[src/design/amss_pkg.sv]
// Package for the above-mean sorted select block: widths, batch size,
// controller/datapath command and status types, and the mean-test helper.
// No dependencies.
package amss_pkg;

    localparam int COUNT  = 16;
    localparam int DATA_W = 32;
    localparam int CNT_W  = $clog2(COUNT);
    localparam int SUM_W  = DATA_W + $clog2(COUNT);

    typedef logic signed [DATA_W-1:0] data_t;
    typedef logic signed [SUM_W-1:0]  sum_t;
    typedef logic [CNT_W-1:0]         cnt_t;

    localparam sum_t COUNT_S = SUM_W'(COUNT);

    // Commands from the controller to the datapath.
    typedef struct packed {
        logic load;
        logic emit;
        logic clear;
    } cmd_t;

    // Status from the datapath to the controller.
    typedef struct packed {
        logic last_item;
        logic sel0;
        logic sel1;
    } status_t;

    // A value lies strictly above the mean when value*COUNT exceeds the sum.
    function automatic logic above_mean(input data_t v, input sum_t s);
        sum_t ext;
        sum_t prod;
        ext  = SUM_W'(v);
        prod = ext * COUNT_S;
        return prod > s;
    endfunction

endpackage

[src/design/amss_sample_if.sv]
// Input stream interface carrying one batch sample per transaction.
// Depends on nothing.
interface amss_sample_if;
    logic                  valid;
    logic                  ready;
    logic signed [31:0]    sample_value;

    modport source (output valid, output sample_value, input ready);
    modport sink   (input valid, input sample_value, output ready);
endinterface

[src/design/amss_select_if.sv]
// Output stream interface carrying one selected value per transaction.
// Depends on nothing.
interface amss_select_if;
    logic                  valid;
    logic                  ready;
    logic signed [31:0]    selected_value;
    logic                  is_final;

    modport source (output valid, output selected_value, output is_final, input ready);
    modport sink   (input valid, input selected_value, input is_final, output ready);
endinterface

[src/design/amss_datapath.sv]
// Datapath: sorted insertion cell chain, running sum, fill count, output register.
// Depends on amss_pkg.
module amss_datapath (
    input  logic                  clk,
    input  logic                  rst_n,
    input  amss_pkg::cmd_t        cmd,
    output amss_pkg::status_t     status,
    input  amss_pkg::data_t       sample_value,
    output amss_pkg::data_t       selected_value,
    output logic                  is_final
);
    import amss_pkg::*;

    data_t             cells_reg [COUNT];
    data_t             cells_next [COUNT];
    logic [COUNT-1:0]  gt;
    sum_t              sum_reg, sum_next;
    cnt_t              count_reg, count_next;
    data_t             sel_value_reg;
    logic              final_reg;

    // A cell takes part in the comparison only once it holds a sample of this
    // batch; empty cells act as the lowest value so the new one lands there.
    always_comb
    begin
        for (int i = 0; i < COUNT; i++)
        begin
            gt[i] = (CNT_W'(i) >= count_reg) || (sample_value > cells_reg[i]);
        end
    end

    always_comb
    begin
        for (int i = 0; i < COUNT; i++)
        begin
            cells_next[i] = cells_reg[i];
        end
        if (cmd.load)
        begin
            if (gt[0])
            begin
                cells_next[0] = sample_value;
            end
            for (int i = 1; i < COUNT; i++)
            begin
                if (gt[i])
                begin
                    cells_next[i] = gt[i-1] ? cells_reg[i-1] : sample_value;
                end
            end
        end
        else if (cmd.emit)
        begin
            // The chain moves up by one so the next candidate sits at the head.
            for (int i = 0; i < COUNT-1; i++)
            begin
                cells_next[i] = cells_reg[i+1];
            end
        end
    end

    always_comb
    begin
        sum_next   = sum_reg;
        count_next = count_reg;
        if (cmd.clear)
        begin
            sum_next   = '0;
            count_next = '0;
        end
        else if (cmd.load)
        begin
            sum_next   = sum_reg + SUM_W'(sample_value);
            count_next = count_reg + CNT_W'(1);
        end
    end

    always_ff @(posedge clk or negedge rst_n)
    begin
        if (!rst_n)
        begin
            sum_reg   <= '0;
            count_reg <= '0;
        end
        else
        begin
            sum_reg   <= sum_next;
            count_reg <= count_next;
        end
    end

    always_ff @(posedge clk)
    begin
        for (int i = 0; i < COUNT; i++)
        begin
            cells_reg[i] <= cells_next[i];
        end
        if (cmd.emit)
        begin
            sel_value_reg <= cells_reg[0];
            final_reg     <= !status.sel1;
        end
    end

    assign status.last_item = (count_reg == CNT_W'(COUNT-1));
    assign status.sel0      = above_mean(cells_reg[0], sum_reg);
    assign status.sel1      = above_mean(cells_reg[1], sum_reg);

    assign selected_value = sel_value_reg;
    assign is_final       = final_reg;

endmodule

[src/design/amss_ctrl.sv]
// Controller: load/emit state machine and the output valid flag.
// Depends on amss_pkg.
module amss_ctrl (
    input  logic                  clk,
    input  logic                  rst_n,
    input  logic                  in_valid,
    output logic                  in_ready,
    output logic                  out_valid,
    input  logic                  out_ready,
    output amss_pkg::cmd_t        cmd,
    input  amss_pkg::status_t     status
);
    import amss_pkg::*;

    typedef enum logic [1:0] {
        ST_LOAD = 2'b01,
        ST_EMIT = 2'b10
    } state_t;

    state_t state_reg, state_next;
    logic   out_valid_reg, out_valid_next;
    logic   out_free;

    assign out_free = !out_valid_reg || out_ready;

    always_comb
    begin
        state_next = state_reg;
        cmd        = '0;
        in_ready   = 1'b0;
        case (state_reg)
            ST_LOAD:
            begin
                in_ready = 1'b1;
                if (in_valid)
                begin
                    cmd.load = 1'b1;
                    if (status.last_item)
                    begin
                        state_next = ST_EMIT;
                    end
                end
            end
            ST_EMIT:
            begin
                // Only reached with nothing selected when the batch is all equal.
                if (!status.sel0)
                begin
                    cmd.clear  = 1'b1;
                    state_next = ST_LOAD;
                end
                else if (out_free)
                begin
                    cmd.emit = 1'b1;
                    if (!status.sel1)
                    begin
                        cmd.clear  = 1'b1;
                        state_next = ST_LOAD;
                    end
                end
            end
            default:
            begin
                state_next = ST_LOAD;
            end
        endcase
    end

    always_comb
    begin
        if (cmd.emit)
        begin
            out_valid_next = 1'b1;
        end
        else if (out_ready)
        begin
            out_valid_next = 1'b0;
        end
        else
        begin
            out_valid_next = out_valid_reg;
        end
    end

    always_ff @(posedge clk or negedge rst_n)
    begin
        if (!rst_n)
        begin
            state_reg     <= ST_LOAD;
            out_valid_reg <= 1'b0;
        end
        else
        begin
            state_reg     <= state_next;
            out_valid_reg <= out_valid_next;
        end
    end

    assign out_valid = out_valid_reg;

    a_last_to_emit: assert property (@(posedge clk) disable iff (!rst_n)
        (cmd.load && status.last_item) |=> (state_reg == ST_EMIT))
        else $error("last sample of a batch did not start emission");

    a_emit_selected: assert property (@(posedge clk) disable iff (!rst_n)
        cmd.emit |-> status.sel0)
        else $error("emitted a value that is not above the mean");

    a_clear_to_load: assert property (@(posedge clk) disable iff (!rst_n)
        cmd.clear |=> (state_reg == ST_LOAD))
        else $error("batch cleared without returning to loading");

    a_no_overwrite: assert property (@(posedge clk) disable iff (!rst_n)
        (out_valid_reg && !out_ready) |-> !cmd.emit)
        else $error("output register overwritten while stalled");

endmodule

[src/design/above_mean_sorted_select_core.sv]
// Top level of the above-mean sorted select block: wires the controller and
// datapath to the stream interfaces. Depends on amss_pkg, amss_ctrl,
// amss_datapath, amss_sample_if and amss_select_if.
//
//   Channel     | Dir | Transaction content
//   ------------+-----+------------------------------------------
//   samples     | in  | sample_value (signed 32)
//   selections  | out | selected_value (signed 32), is_final
//
// Samples are taken one per cycle; each goes into a sorted cell chain.
// After the batch's last sample, one selected value per cycle leaves from
// the head of the chain while the output is taken, largest first.
// A batch with no value above the mean gives nothing; its emit state only clears it.
// A stalled output holds the result register; no samples are taken until
// emission ends. Reset clears the sum, fill count, state and output valid.
module above_mean_sorted_select_core (
    input  logic           clk,
    input  logic           rst_n,
    amss_sample_if.sink    samples,
    amss_select_if.source  selections
);
    import amss_pkg::*;

    cmd_t    cmd;
    status_t status;

    amss_ctrl u_ctrl (
        .clk       (clk),
        .rst_n     (rst_n),
        .in_valid  (samples.valid),
        .in_ready  (samples.ready),
        .out_valid (selections.valid),
        .out_ready (selections.ready),
        .cmd       (cmd),
        .status    (status)
    );

    amss_datapath u_datapath (
        .clk            (clk),
        .rst_n          (rst_n),
        .cmd            (cmd),
        .status         (status),
        .sample_value   (samples.sample_value),
        .selected_value (selections.selected_value),
        .is_final       (selections.is_final)
    );

endmodule

[src/flat_wrapper.sv]
// flat-port wrapper written by rule: the top's interface ports become plain ports
module above_mean_sorted_select_core_flat import amss_pkg::*;
  (clk, rst_n, samples_valid, samples_sample_value, samples_ready, selections_valid, selections_selected_value, selections_is_final, selections_ready);
  amss_sample_if samples_i ();
  amss_select_if selections_i ();
  input  logic clk;
  input  logic rst_n;
  input wire logic [$bits(samples_i.valid)-1:0] samples_valid;
  input wire logic [$bits(samples_i.sample_value)-1:0] samples_sample_value;
  output wire logic [$bits(samples_i.ready)-1:0] samples_ready;
  output wire logic [$bits(selections_i.valid)-1:0] selections_valid;
  output wire logic [$bits(selections_i.selected_value)-1:0] selections_selected_value;
  output wire logic [$bits(selections_i.is_final)-1:0] selections_is_final;
  input wire logic [$bits(selections_i.ready)-1:0] selections_ready;
  assign samples_i.valid = samples_valid;
  assign samples_i.sample_value = samples_sample_value;
  assign samples_ready = samples_i.ready;
  assign selections_valid = selections_i.valid;
  assign selections_selected_value = selections_i.selected_value;
  assign selections_is_final = selections_i.is_final;
  assign selections_i.ready = selections_ready;
  above_mean_sorted_select_core u_core (.clk(clk), .rst_n(rst_n), .samples(samples_i), .selections(selections_i));
endmodule
[config.mk]
export PLATFORM = sky130hd
export DESIGN_NAME = above_mean_sorted_select_core_flat
export DESIGN_NICKNAME = d
export VERILOG_FILES = /design/src/design/amss_pkg.sv /design/src/design/amss_sample_if.sv /design/src/design/amss_select_if.sv /design/src/design/amss_datapath.sv /design/src/design/amss_ctrl.sv /design/src/design/above_mean_sorted_select_core.sv /design/src/flat_wrapper.sv
export SDC_FILE = /design/constraint.sdc
export NUM_CORES = 2
export LEC_CHECK = 0
export BUFFER_PORTS_ARGS = -buffer_cell sky130_fd_sc_hd__buf_4
export CAP_MARGIN = 40
export CORE_MARGIN = 5
export CORE_UTILIZATION = 54
export CTS_CLUSTER_SIZE = 10
export DETAILED_ROUTE_END_ITERATION = 10
export PLACE_DENSITY = 0.7
export SLEW_MARGIN = 20
export SYNTH_ARGS = -nofsm -noshare
export SYNTH_HDL_FRONTEND = slang
export SYNTH_SLANG_ARGS = --single-unit
[constraint.sdc]
create_clock -name clk -period 8.35 [get_ports clk]
set_input_delay 0.4175 -clock clk [delete_from_list [all_inputs] [get_ports clk]]
set_output_delay 0.4175 -clock clk [all_outputs]
set_load 0.01 [all_outputs]
# Word-level counts from Yosys, hierarchy flattened

Memory sizes are Yosys's and may differ from the RTL's.
Index checks and enable logic that the tools add are counted.

Flip-flop bits (word level): 76
Memory bits (writable): 512
Input bits: 36
Memories kept: 1

Memory list:

| memory                      | depth | width | rd ports | clocked after memory_dff | wr ports | RTL line            | RTL |
|---|---|---|---|---|---|---|---|
| u_core.u_datapath.cells_reg | 16    | 32    | 16       | 0                        | 16       | amss_datapath.sv:14 | `data_t cells_reg [COUNT];` |

Add/sub/neg operators: 2
Muxes and demuxes: 54
Reductions and logical operators: 22
Eq/ne operators: 7
$lt $le $gt $ge: 34

Operators by type and width:

| operator                                                                           | count |
|---|---|
| 32-bit two-way mux                                                                 | 32 |
| 480-bit two-way mux                                                                | 2 |
| 32-bit greater-than comparator                                                     | 16 |
| 36-bit greater-than comparator                                                     | 2 |
| 36-bit two-way mux                                                                 | 2 |
| 36-bit by 32-bit adder with 36-bit output                                          | 1 |
| 4-bit greater-or-equal comparator, first input constant                            | 8 |
| 1-bit logical OR                                                                   | 17 |
| 3-bit by 4-bit greater-or-equal comparator with 1-bit output, first input constant | 4 |
| 2-bit two-way mux                                                                  | 7 |
| 1-bit by 4-bit greater-or-equal comparator with 1-bit output, first input constant | 2 |
| 2-bit by 4-bit greater-or-equal comparator with 1-bit output, first input constant | 2 |
| 1-bit two-way mux                                                                  | 8 |
| 4-bit two-way mux                                                                  | 2 |
| 3-bit inequality test, second input constant                                       | 2 |
| 4-bit by 1-bit adder with 4-bit output, second input constant                      | 1 |
| 4-bit == test, second input constant                                               | 1 |
| 2-bit one-hot mux with 2 select lines                                              | 1 |
| 4-bit AND reduction                                                                | 1 |
| 2-bit nonzero test                                                                 | 2 |
| 2-bit by 1-bit == test with 1-bit output, second input constant                    | 1 |
| 2-bit == test, second input constant                                               | 1 |
| 1-bit logical NOT                                                                  | 2 |
| 2-bit by 1-bit inequality test with 1-bit output, second input constant            | 1 |
| 2-bit inequality test, second input constant                                       | 1 |

# Longest topological paths before layout

Depth in word-level cells: 7
Gate-level depth with buffers: 15
Gate-level depth less buffers: 12

# Hierarchy

Synthesis repeated with hierarchy kept, for this count alone.

Cell total of the unflattened synthesis: 4286
Area total of the unflattened synthesis: 42683.4 um^2

By module, submodules not included:

| module        | times used | cells each | sequential area each (um^2) | area an instance (um^2) |
|---|---|---|---|---|
| amss_datapath | 1          | 4270       | 17366.7                     | 42515.8 |
| amss_ctrl     | 1          | 16         | 76.3                        | 167.7 |

# Worst setup path after synthesis

OpenSTA, ideal clock, no wires.

Kind: input port to flip-flop
Start: input port samples_sample_value[0]
End: memory u_core.u_datapath.cells_reg[1][192] (netlist bit) (enable)
Arrival: 4879 ps
Stages: 15
Setup slack: 3005 ps
Required time: 7884 ps
Setup time: 466 ps
Cell sequence: clkbuf_1 -> inv_1 -> ha_1 -> nor2b_1 -> o21ai_1 -> nand2b_1 -> a21oi_1 -> o21ai_1 -> a21oi_1 -> o31ai_1 -> a41oi_1 -> o311a_1 -> clkbuf_1 -> buf_2 -> o21ai_0

RTL lines:

| element            | RTL line            | RTL |
|---|---|---|
| start: declaration | flat_wrapper.sv:9   | `input wire logic [$bits(samples_i.sample_value)-1:0] samples_sample_value;` |
| end: declaration   | amss_datapath.sv:14 |  |

==> results_dict.tcl <==
set metrics [dict create \
    num_vias 33360 \
    drt_pass1_iterations 5 \
    grt_max_degree 161 \
    seq_area_frac_synth_pct 40.83 \
    clock-sinks 588 \
    setup_viol 0 \
    fin_nets 4922 \
    syn_nets 4948 \
    cts-buffers-inserted 71 \
    clkSlewWorstSetupHoldPaths_ns 0.06 \
    ant_nets 0 \
    status "complete, no violations" \
    core_area_sq_um 78740 \
    wire_per_inst_um 21.25 \
    syn_area_sq_um 42720 \
    synth.top_cell.area_share_pct 38.31 \
    cts_tree "yes" \
    hold_buffers 1 \
    yosysTopAreaCell "edfxtp_1" \
    clock_latency_ns 0.62 \
    cp.required_ns 8.64 \
    finalHoldViolCount 0 \
    ys_top_cells_by_area "edfxtp_1 (38%), ha_1 (17%), mux2i_1 (6.3%)" \
    p_leak_nw 20.71 \
    dp_slack_ns 3.717 \
    ir_drop_uv 254.7 \
    cts-root-buf "clkbuf_16" \
    start_util_pct 54.25 \
    rows 103 \
    powerDensity_nw_per_um2 365.3 \
    critical_path_class "flip-flop to flip-flop" \
    drt-total-wl_um 114600 \
    drtIter0Drc 2851 \
    die_h_um 291.3 \
    synth_commonest_cells "ha_1 (582), edfxtp_1 (545), inv_1 (521)" \
    route.detailed.vias_per_inst 6.186 \
    fin_crit_sh_pct 52.96 \
    cp_slowest_cell "nand2_1" \
    rrSetupSlack_ns 3.93 \
    die_x_um 291.3 \
    fin_skew_ns 0.02192 \
    cp-end-kind "flip-flop" \
    async_flop_share_pct 7.313 \
    multiInputGateArea_sq_um 22560 \
    synth_cell_types 67 \
    max_slew_margin_pct 41.33 \
    yosysWarnings 0 \
    fin_crit_ns 4.422 \
    dieArea_sq_um 84830 \
    regArea_sq_um 17440 \
    syn_to_final_growth_pct 8.933 \
    grt.total_usage_pct 25.84 \
    cts-htree-levels 3 \
    worstMarginPinSlew_ns 0.8709 \
    ys_seq_elements 588 \
    min_path_cells 3 \
    holdWs_ns 0.2028 \
    setup_tns_ns 0 \
    cpPeakStageDelay_ns 0.62 \
    arrival_ns 4.71 \
    antenna_found_initial 0 \
    grt_pass1_wl_um 179400 \
    pin_count 71 \
    min_path_type "input port to flip-flop" \
    worstPathMaxFanout 17 \
    hpwl_um 84260 \
    avgSynthCellArea_sq_um 9.868 \
    clockBufferDepth 3 \
    largest_reg_flops 512 \
    fillers 6694 \
    cts-resized-gates 0 \
    io_buffers 70 \
    grt_pass1_vias 32650 \
    slew_viol_final 0 \
    setup_ws_ns 3.928 \
    r2r_cells 12 \
    drive_gt1_share_pct 5.435 \
    path_cells "ha_1 > nand4_1 > a21oi_1 > a211oi_1 > o21ai_1 > a21oi_1 > mux2i_1 > nor3b_1 > nand2_1 > buf_4 > nand2_1 > buf_4" \
    synth_most_common_cell "ha_1" \
    synth-edff-count 545 \
    synthCells 4329 \
    grt_overflow 0 \
    cp-start-kind "flip-flop" \
    drc 0 \
    maxCapViolCount 0 \
    antenna_cells 0 \
    synth-main-ff-cell "edfxtp_1" \
    max_freq_mhz 226.1 \
    cts_setup_buffers 0 \
    gp_congestion 0.8921 \
    rsz0062_at_grt "false" \
]
-- cells by family (layout without fill, tap and decap cells) --
logic type / after synthesis / after routing / share of synthesized area (%)
AOI/OAI and AO/OA: 1119 / 1119 / 17.00
xor gates and xnor gates: 29 / 29 / 0.5946
adders and majority gates: 583 / 583 / 17.09
buffers and inverters: 746 / 759 / 6.725
DFF: 588 / 588 / 40.83
muxes: 299 / 299 / 7.100
and+or+nand+nor: 965 / 965 / 10.66
-- metal layers --
metal  share of wire (%)  global-route usage, %  wire [um]  up-vias
li1                    -                      -          -    16000
met1                  45                  36.68      52110    16210
met2                  47                  43.02      54040      997
met3                 5.5                  2.785       6356      152
met4                 1.8                  5.962       2061        0
met5                   0                      0          0        -
-- path summary, 6_finish.rpt --
path,startpoint,end
max,u_core.u_datapath.cells_reg[0][23]$_DFFE_PP_,u_core.u_datapath.cells_reg[0][218]$_DFFE_PP_
min,selections_ready,u_core.u_ctrl.out_valid$_DFFE_PN0P_
max reg2reg,u_core.u_datapath.cells_reg[0][23]$_DFFE_PP_,u_core.u_datapath.cells_reg[0][218]$_DFFE_PP_
min reg2reg,u_core.u_datapath.cells_reg[1][241]$_DFFE_PP_,u_core.u_datapath.cells_reg[1][209]$_DFFE_PP_
max in group asynchronous,rst_n,u_core.u_datapath.sum_reg[4]$_DFFE_PN0P_
min in group asynchronous,rst_n,u_core.u_datapath.sum_reg[24]$_DFFE_PN0P_
-- report_power, final --
group	leakage, nW	switching (mW)	internal [mW]	total, mW
Combinational	13.9	4.91	3.27	8.19
Sequential	5.81	0.925	4.99	5.91
Clock	0.992	1.25	1.65	2.90
-- worst max-delay path, delay by kind of cell, from the launching register on --
family / cells / cell delay, ns
buffers and inverters: 2 / 0.64
muxes: 1 / 0.30
adders and majority gates: 1 / 0.34
AOI/OAI and AO/OA: 4 / 1.00
and+or+nand+nor: 4 / 1.33
DFF: 1 / 0.46
-- per-stage QoR --
step                      cell area (sq um)  utilization [%]  std cells  power, mW
after floorplan                       42720                -       4329      11.63
after global placement                44100            56.01       5262      13.59
after detailed placement              44400            56.39       5274      13.97
after CTS                             46470            59.01       5387      16.92
after global routing                  46530            59.10       5392      18.22
final                                 46530            59.10       5392      17.00
-- area by class of cell --
| class | instances | area share (%) |
|---|---|---|
| Clock buffer | 105 | 4.321 |
| Clock inverter | 7 | 0.09680 |
| Inverter | 522 | 4.227 |
| Multi-Input combinational cell | 2995 | 48.48 |
| Sequential cell | 588 | 37.48 |
| Tap cell | 1050 | 2.823 |
| Timing Repair Buffer | 125 | 2.568 |
-- placed cells by master, fill, tap and decap left out, types with 29 or more instances in the layout --
cell       synthesis  final
o221ai_1         180    180
a21o_1           234    234
buf_4             11    106
edfxtp_1         545    545
clkbuf_1         192     30
o21ai_0          105    102
nand2_1          375    368
inv_1            521    521
nand4_1          131    131
nand3_1          202    201
nor2b_1           29     29
mux2_1            32     32
o21ai_1          283    277
clkbuf_16          0     76
ha_1             582    582
nor2_1           121    117
dfrtp_1           42     42
mux2i_1          267    267
a21oi_1          197    197
Note: power is estimated with default switching activity, not from simulation.
